[config.mk]
export PLATFORM = sky130hd
export DESIGN_NAME = c8core_ctrl
export DESIGN_NICKNAME = d
export VERILOG_FILES = /design/src/design/c8core_pkg.sv /design/src/design/c8core_ctrl.sv
export SDC_FILE = /design/constraint.sdc
export NUM_CORES = 1
export LEC_CHECK = 0
export ABC_CLOCK_PERIOD_IN_PS = 5300
export BUFFER_PORTS_ARGS = -buffer_cell sky130_fd_sc_hd__buf_2
export CORE_UTILIZATION = 40
export CTS_CLUSTER_DIAMETER = 150
export DETAILED_ROUTE_END_ITERATION = 7
export PLACE_DENSITY = 0.68
export SETUP_SLACK_MARGIN = 0.02
export SLEW_MARGIN = 0
export SYNTH_ARGS = -nofsm -noshare
export SYNTH_HDL_FRONTEND = slang
export SYNTH_SLANG_ARGS = --single-unit
[constraint.sdc]
create_clock -name clk -period 5.3 [get_ports clk]
set_input_delay 0.53 -clock clk [delete_from_list [all_inputs] [get_ports clk]]
set_output_delay 0.53 -clock clk [all_outputs]
set_load 0.02 [all_outputs]
[src/design/c8core_pkg.sv]
package c8core_pkg;

    localparam int unsigned MEM_BYTES = 4096;
    localparam int unsigned FONT_BASE = 12'h050;
    localparam int unsigned FONT_BYTES = 80;
    localparam logic [11:0] PC_RESET = 12'h200;

    typedef enum logic [1:0] {
        KIND_WRITE = 2'd0,
        KIND_EXEC  = 2'd1,
        KIND_READ  = 2'd2,
        KIND_NOP   = 2'd3
    } kind_t;

    typedef enum logic [1:0] {
        ST_OK        = 2'd0,
        ST_STACK_FULL = 2'd1,
        ST_STACK_EMPTY = 2'd2
    } status_t;

    typedef struct packed {
        logic [1:0]  kind;
        logic [11:0] address;
        logic [7:0]  data;
        logic [4:0]  row;
    } in_item_t;

    typedef struct packed {
        logic [11:0] program_counter;
        logic [15:0] opcode;
        logic [11:0] index_value;
        logic [7:0]  flag_value;
        logic [63:0] row_pixels;
        logic [1:0]  status;
    } out_item_t;

    typedef enum logic [3:0] {
        S_CLEAR,
        S_IDLE,
        S_FETCH_HI,
        S_FETCH_LO,
        S_EXEC,
        S_DRAW_RD,
        S_DRAW_WR,
        S_CLS,
        S_DISP_RD,
        S_DONE
    } state_t;

    // Commands from controller to datapath.
    typedef struct packed {
        logic clear_step;     // write one reset word of memory per cycle
        logic mem_write;      // host byte write
        logic mem_rd_pc;      // read memory at PC
        logic mem_rd_pc1;     // read memory at PC+1, latch high byte
        logic latch_lo;       // latch low byte
        logic exec;           // execute non-draw part of opcode
        logic draw_init;
        logic draw_wr;        // xor back
        logic cls_step;
        logic disp_rd;
        logic load_out;
        logic [1:0] kind;
    } ctrl_t;

    typedef struct packed {
        logic clear_done;
        logic is_draw;
        logic is_cls;
        logic draw_last;
        logic cls_last;
    } stat_t;

    function automatic logic [7:0] font_byte(input logic [6:0] i);
        logic [7:0] f;
        case (i)
            7'd0: f = 8'hF0; 7'd1: f = 8'h90; 7'd2: f = 8'h90; 7'd3: f = 8'h90;
            7'd4: f = 8'hF0; 7'd5: f = 8'h20; 7'd6: f = 8'h60; 7'd7: f = 8'h20;
            7'd8: f = 8'h20; 7'd9: f = 8'h70; 7'd10: f = 8'hF0; 7'd11: f = 8'h10;
            7'd12: f = 8'hF0; 7'd13: f = 8'h80; 7'd14: f = 8'hF0; 7'd15: f = 8'hF0;
            7'd16: f = 8'h10; 7'd17: f = 8'hF0; 7'd18: f = 8'h10; 7'd19: f = 8'hF0;
            7'd20: f = 8'h90; 7'd21: f = 8'h90; 7'd22: f = 8'hF0; 7'd23: f = 8'h10;
            7'd24: f = 8'h10; 7'd25: f = 8'hF0; 7'd26: f = 8'h80; 7'd27: f = 8'hF0;
            7'd28: f = 8'h10; 7'd29: f = 8'hF0; 7'd30: f = 8'hF0; 7'd31: f = 8'h80;
            7'd32: f = 8'hF0; 7'd33: f = 8'h90; 7'd34: f = 8'hF0; 7'd35: f = 8'hF0;
            7'd36: f = 8'h10; 7'd37: f = 8'h20; 7'd38: f = 8'h40; 7'd39: f = 8'h40;
            7'd40: f = 8'hF0; 7'd41: f = 8'h90; 7'd42: f = 8'hF0; 7'd43: f = 8'h90;
            7'd44: f = 8'hF0; 7'd45: f = 8'hF0; 7'd46: f = 8'h90; 7'd47: f = 8'hF0;
            7'd48: f = 8'h10; 7'd49: f = 8'hF0; 7'd50: f = 8'hF0; 7'd51: f = 8'h90;
            7'd52: f = 8'hF0; 7'd53: f = 8'h90; 7'd54: f = 8'h90; 7'd55: f = 8'hE0;
            7'd56: f = 8'h90; 7'd57: f = 8'hE0; 7'd58: f = 8'h90; 7'd59: f = 8'hE0;
            7'd60: f = 8'hF0; 7'd61: f = 8'h80; 7'd62: f = 8'h80; 7'd63: f = 8'h80;
            7'd64: f = 8'hF0; 7'd65: f = 8'hE0; 7'd66: f = 8'h90; 7'd67: f = 8'h90;
            7'd68: f = 8'h90; 7'd69: f = 8'hE0; 7'd70: f = 8'hF0; 7'd71: f = 8'h80;
            7'd72: f = 8'hF0; 7'd73: f = 8'h80; 7'd74: f = 8'hF0; 7'd75: f = 8'hF0;
            7'd76: f = 8'h80; 7'd77: f = 8'hF0; 7'd78: f = 8'h80; 7'd79: f = 8'h80;
            default: f = 8'h00;
        endcase
        return f;
    endfunction

endpackage

[src/design/c8core_ctrl.sv]
module c8core_ctrl
(
    input  logic                clk,
    input  logic                rst_n,
    input  logic                in_valid,
    output logic                in_ready,
    input  logic [1:0]          in_kind,
    output logic                out_valid,
    input  logic                out_ready,
    input  c8core_pkg::stat_t   stat,
    output c8core_pkg::ctrl_t   ctrl
);

    c8core_pkg::state_t state_reg, state_next;
    logic [1:0] kind_reg, kind_next;
    logic       ovalid_reg, ovalid_next;

    always_ff @(posedge clk or negedge rst_n)
    begin
        if (!rst_n)
        begin
            state_reg  <= c8core_pkg::S_CLEAR;
            kind_reg   <= 2'd0;
            ovalid_reg <= 1'b0;
        end
        else
        begin
            state_reg  <= state_next;
            kind_reg   <= kind_next;
            ovalid_reg <= ovalid_next;
        end
    end

    assign out_valid = ovalid_reg;

    always_comb
    begin
        state_next  = state_reg;
        kind_next   = kind_reg;
        ovalid_next = ovalid_reg;
        in_ready    = 1'b0;
        ctrl        = '0;
        ctrl.kind   = kind_reg;
        if (ovalid_reg && out_ready)
        begin
            ovalid_next = 1'b0;
        end
        unique case (state_reg)
            c8core_pkg::S_CLEAR:
            begin
                ctrl.clear_step = 1'b1;
                if (stat.clear_done)
                begin
                    state_next = c8core_pkg::S_IDLE;
                end
            end
            c8core_pkg::S_IDLE:
            begin
                in_ready = !ovalid_reg;
                if (in_valid && !ovalid_reg)
                begin
                    kind_next = in_kind;
                    unique case (in_kind)
                        c8core_pkg::KIND_WRITE:
                        begin
                            ctrl.mem_write = 1'b1;
                            state_next = c8core_pkg::S_DONE;
                        end
                        c8core_pkg::KIND_EXEC:
                        begin
                            ctrl.mem_rd_pc = 1'b1;
                            state_next = c8core_pkg::S_FETCH_HI;
                        end
                        c8core_pkg::KIND_READ:
                        begin
                            ctrl.disp_rd = 1'b1;
                            state_next = c8core_pkg::S_DISP_RD;
                        end
                        default:
                        begin
                            state_next = c8core_pkg::S_DONE;
                        end
                    endcase
                end
            end
            c8core_pkg::S_FETCH_HI:
            begin
                ctrl.mem_rd_pc1 = 1'b1;
                state_next = c8core_pkg::S_FETCH_LO;
            end
            c8core_pkg::S_FETCH_LO:
            begin
                ctrl.latch_lo = 1'b1;
                state_next = c8core_pkg::S_EXEC;
            end
            c8core_pkg::S_EXEC:
            begin
                ctrl.exec = 1'b1;
                if (stat.is_draw)
                begin
                    ctrl.draw_init = 1'b1;
                    state_next = c8core_pkg::S_DRAW_RD;
                end
                else if (stat.is_cls)
                begin
                    state_next = c8core_pkg::S_CLS;
                end
                else
                begin
                    state_next = c8core_pkg::S_DONE;
                end
            end
            c8core_pkg::S_DRAW_RD:
            begin
                if (stat.draw_last)
                begin
                    state_next = c8core_pkg::S_DONE;
                end
                else
                begin
                    state_next = c8core_pkg::S_DRAW_WR;
                end
            end
            c8core_pkg::S_DRAW_WR:
            begin
                ctrl.draw_wr = 1'b1;
                state_next = c8core_pkg::S_DRAW_RD;
            end
            c8core_pkg::S_CLS:
            begin
                ctrl.cls_step = 1'b1;
                if (stat.cls_last)
                begin
                    state_next = c8core_pkg::S_DONE;
                end
            end
            c8core_pkg::S_DISP_RD:
            begin
                state_next = c8core_pkg::S_DONE;
            end
            c8core_pkg::S_DONE:
            begin
                ctrl.load_out = 1'b1;
                ovalid_next = 1'b1;
                state_next = c8core_pkg::S_IDLE;
            end
            default:
            begin
                state_next = c8core_pkg::S_IDLE;
            end
        endcase
    end

endmodule

After elaboration in Yosys (flattened, before gate mapping)
Cells that the tools add are included.
- reduce and logical (&&, ||, !) cells: 8
- eq/ne operators: 14
- mux-type cells: 26
- operators with widths (operator ; count):
    case mux 4 bit (9 select lines) ; 1
    2-to-1 mux 4 bit ; 6
    == test 4 x 3 -> 1 bit (second input constant) ; 4
    2-to-1 mux 1 bit ; 15
    == test 4 x 2 -> 1 bit (second input constant) ; 2
    == test 4 bit (second input constant) ; 2
    case mux 4 bit (2 select lines) ; 1
    2-to-1 mux 2 bit ; 3
    != test 2 bit (second input constant) ; 3
    == test 4 x 1 -> 1 bit (second input constant) ; 1
    logical NOT 4 bit ; 1
    AND reduction 3 bit ; 1
    == test 2 x 1 -> 1 bit (second input constant) ; 1
    == test 2 bit (second input constant) ; 1
    logical AND 1 bit ; 2
    logical NOT 2 bit ; 1
    AND reduction 2 bit ; 1
    nonzero test 2 bit ; 1
    logical NOT 1 bit ; 1
- bits in registers: 7

Logic depth before layout (Yosys ltp)
- word-level depth: 4
- depth in mapped cells: 5

Worst setup path after synthesis
No wires, ideal clock.
- path type: register -> output
- from: reg state_reg[1]
- to: out ctrl[6] in the netlist's numbering
- path buffers: 1
- data arrival time: 1488 ps
- slack: 3282 ps
- cell stages (with the launch flop): 4
- cell sequence: dfrtp_1 > clkbuf_1 > nor3_1 > and2_1
- RTL lines (element ; RTL line ; source):
    from (decl) ; c8core_ctrl.sv:14 ; c8core_pkg::state_t state_reg, state_next;
    from (signal assigned) ; c8core_ctrl.sv:22 ; state_reg <= c8core_pkg::S_CLEAR;
    from (signal assigned) ; c8core_ctrl.sv:28 ; state_reg <= state_next;
    to (decl) ; c8core_ctrl.sv:11 ; output c8core_pkg::ctrl_t ctrl

==> results.txt <==
- The flow ran to the end, and the final reports show no timing, DRC or antenna violations.
- Drt first pass iters: 4
- The first global-routing pass estimated 2221 um of wire.
* Full die area: 1759 um^2
- For this run, the top clock speed supported by timing is 389.6 MHz.
- Required @ worst endpoint: 4.77 ns
- Simple-Gate Fraction of Synth Area: 37.65%
- The die is 41.94 um wide.
- XOR/XNOR Fraction of Synth Area: 0%
- Via count of the first global-routing pass: 537
- The final hold violation count was 0.
* Portion of synthesized cell area occupied by the leading cell type: 27.45%
* Longest Clk Path Bufs: 2
- Timing analysis after detailed placement gives a worst setup slack of 3.007 ns.
- Unrepaired setup endpoints after global routing: false
- The synthesized design contains 7 register bits.
- Among all stages on the critical path, the largest delay is contributed by or4b_4.
- CTS built an H-tree with a depth of 1.
- The worst-case IR drop observed on VDD is 0.0003201 V.
- The signal on the critical path passes through or4b_4 -> nor3b_4 -> and2_1 -> buf_2.
* Post-detailed-placement half-perimeter wirelength: 1037 um
- DRC violation count after routing: 0
- Power after layout: 0.3916 mW
* Filler Cells Inserted: 144
- Final Instance Count excl. Fillers: 114
- Initial standard-cell utilization of the core: 42.36%
* Post-synthesis cell area: 638.1 um^2
- Dividing total power by cell area gives a power density of 498.3 nW/um^2.
- The repair_antennas step left the layout with diodes totalling 0.
- Share of synthesized area spent on multiplexers: 5.098%
* Fraction of final layout cells sized beyond drive strength 1: 35.71%
* Total Nets Final: 114
- The cell count after synthesis came out at 74.
* Most common cell after layout, fill and taps aside: buf_2
- Detailed routing inserted a total of 621 vias.
- The tightest min-delay check is of the primary input to async pin type.
- Dominant cell type by area after synthesis: dfrtp_1
- Critical path capture point type: primary output
- For this design the top-level I/O count stands at 26.
- The critical path is of the flip-flop to primary output type.
- For the final routed database, the setup TNS stands at 0 ns.
* Min Clock Period, post-route: 2.566 ns
- The worst setup path is launched from a flip-flop.
* Clock latency reported for the late side of the worst-skew pair: 0.25 ns
- Summing the sequential cell areas from Yosys gives 27.45% of the chip area.
- Largest delay contributor family on the critical path: simple AND/OR/NAND/NOR gates
- Clock slew seen by the registers of the worst setup and hold paths: 0.05 ns
* Remaining Overflow, GRT: 0
- Mapped Nets: 89
* Port buffer count: 25
- In the final routed layout, each cell accounts on average for 11.86 um.
- By area, the combinational part of the netlist is dominated by simple AND/OR/NAND/NOR gates.
- Final count of pins violating max slew: 0
- The core region is 1506 um^2.
* Arrival time at the worst endpoint: 2.04 ns
- Compared with the post-synthesis result, the final layout area differs by 23.14%.
* Post-CTS Setup Bufs: 0
- Placer congestion estimate: 0.7961
- Number of buffers created by CTS: 3
- Total length of routed wires: 1352 um
- Fin crit share: 48.42%
- Top cells by area in the synthesized netlist: dfrtp_1 (27%), ha_1 (7.8%), and2_1 (3.9%), nand2b_1 (3.9%), nor2b_1 (3.9%)
* Fin util: 52.16%
- Entering global routing, the biggest net connects 18 pins.
- Post-Place Cells: 110
- CTS Hold Buffers Added: 0
- Antenna violations before repair: 0
- Setup violations remaining at the end of the flow were counted as 0.
- Slew headroom: 69.07%
- Syn Area/Cell: 8.623 um^2
* Tot GR Track Use: 16.80%
- At the pin with the least slew margin, the transition time is 0.4639 ns.
- Clock root buffer: clkbuf_4
- Final setup skew: 0.001810 ns
- Using the TritonRoute via totals, the vias-per-cell ratio works out to 5.447.
* Commonest cells after routing, fill and taps aside: buf_2 (25), dfrtp_1 (7), nor3_1 (5), nor2_1 (5)
* Slowest Stage Delay on Critical Path: 0.62 ns
* Fraction of the mapped netlist area in adder cells: 7.843%
- TritonCTS built the clock tree.
- Yosys printed 0 warnings.
- In this run, post-CTS repair resized a total of 0 instances.
* Final WS setup: 2.734 ns
* Combined buffer and inverter count along the critical path: 1
* Site row count: 14
- For this block, the initial DRC count from the detailed router was 12.
- Lkg Pwr: 0.3943 nW
- Clock tree sinks: 7
- The die is 41.94 um tall.
- Flip-flop count of the largest register after layout: 4
* Count of max-cap constraint violations: 0
- In this run the remaining antenna-violating nets after routing total 0.
- Summing the areas of all compound-gate instances in the mapped netlist gives 15.88% of the synthesized area.
* Max FO, Critical Path: 17
- Post-synth cell types: 35
cell type report:
| cell class | instances | area, um^2 | share of cell area (%) |
|---|---|---|---|
| clock buffer | 4 | 26.28 | 3.344 |
| inverter | 4 | 15.01 | 1.911 |
| timing repair buffer | 25 | 125.1 | 15.92 |
| multi-input combinational | 58 | 424.2 | 53.98 |
| sequential | 7 | 175.2 | 22.29 |
| tap | 16 | 20.02 | 2.548 |
metrics by stage:
step / area, um^2 / hold slack (ns)
after floorplan: 638.1 / 0.2344
after global placement: 759.5 / 0.3646
after detailed placement: 759.5 / 0.3650
after CTS: 785.8 / 0.09357
after global routing: 785.8 / 0.09121
final: 785.8 / 0.09468
power breakdown:
group / switching, mW / total, mW / internal (mW)
registers: 0.0490 / 0.125 / 0.0758
clock network: 0.0189 / 0.0475 / 0.0287
logic: 0.114 / 0.219 / 0.105
total: 0.182 / 0.392 / 0.209
synthesized netlist by cell type (all sizes together):
library cell	instances
a21oi	2
nor4bb	1
dfrtp	7
nand3b	1
a31o	1
nor2b	4
buf	2
nor4	1
nand2	3
a2111oi	1
a31oi	1
o2111ai	1
ha	4
o21ai	2
a211o	1
mux2i	1
and2	4
clkbuf	3
nand2b	4
nor3b	2
or3b	2
nor4b	1
inv	4
o32ai	1
or2b	1
mux2	2
o21bai	2
o31a	1
or3	2
a21o	1
or4b	1
nor2	5
nor3	5
path summary, 6_finish.rpt:
check / startpoint / to / slack, ns / depth (start not counted)
hold reg to reg: kind_reg[1]$_DFFE_PN0P_ / kind_reg[1]$_DFFE_PN0P_ / 0.50 / 1
setup / recovery: state_reg[2]$_DFFE_PN0P_ / ctrl[11] / 2.73 / 4
max in group asynchronous: rst_n / state_reg[2]$_DFFE_PN0P_ / 5.06 / 1
min in group clk: kind_reg[1]$_DFFE_PN0P_ / kind_reg[1]$_DFFE_PN0P_ / 0.50 / 1
setup reg to reg: state_reg[2]$_DFFE_PN0P_ / kind_reg[0]$_DFFE_PN0P_ / 3.36 / 3
hold / removal: rst_n / state_reg[3]$_DFFE_PN0P_ / 0.09 / 1
metal layers:
layer	up-vias	wire [um]	global-route usage [%]
met5	-	0	0
met4	0	28	7.742
met3	4	75	3.913
met2	24	664	27.81
met1	284	584	20.49
li1	309	-	-
cells by family after synthesis:
logic type	count (synthesis)
buffers and inverters	9
AO/OA/AOI/OAI	14
multiplexers	3
flip-flops	7
AND/OR/NAND/NOR	37
adder cells (fa/ha/maj)	4
Note: power is estimated with default switching activity, not from simulation.
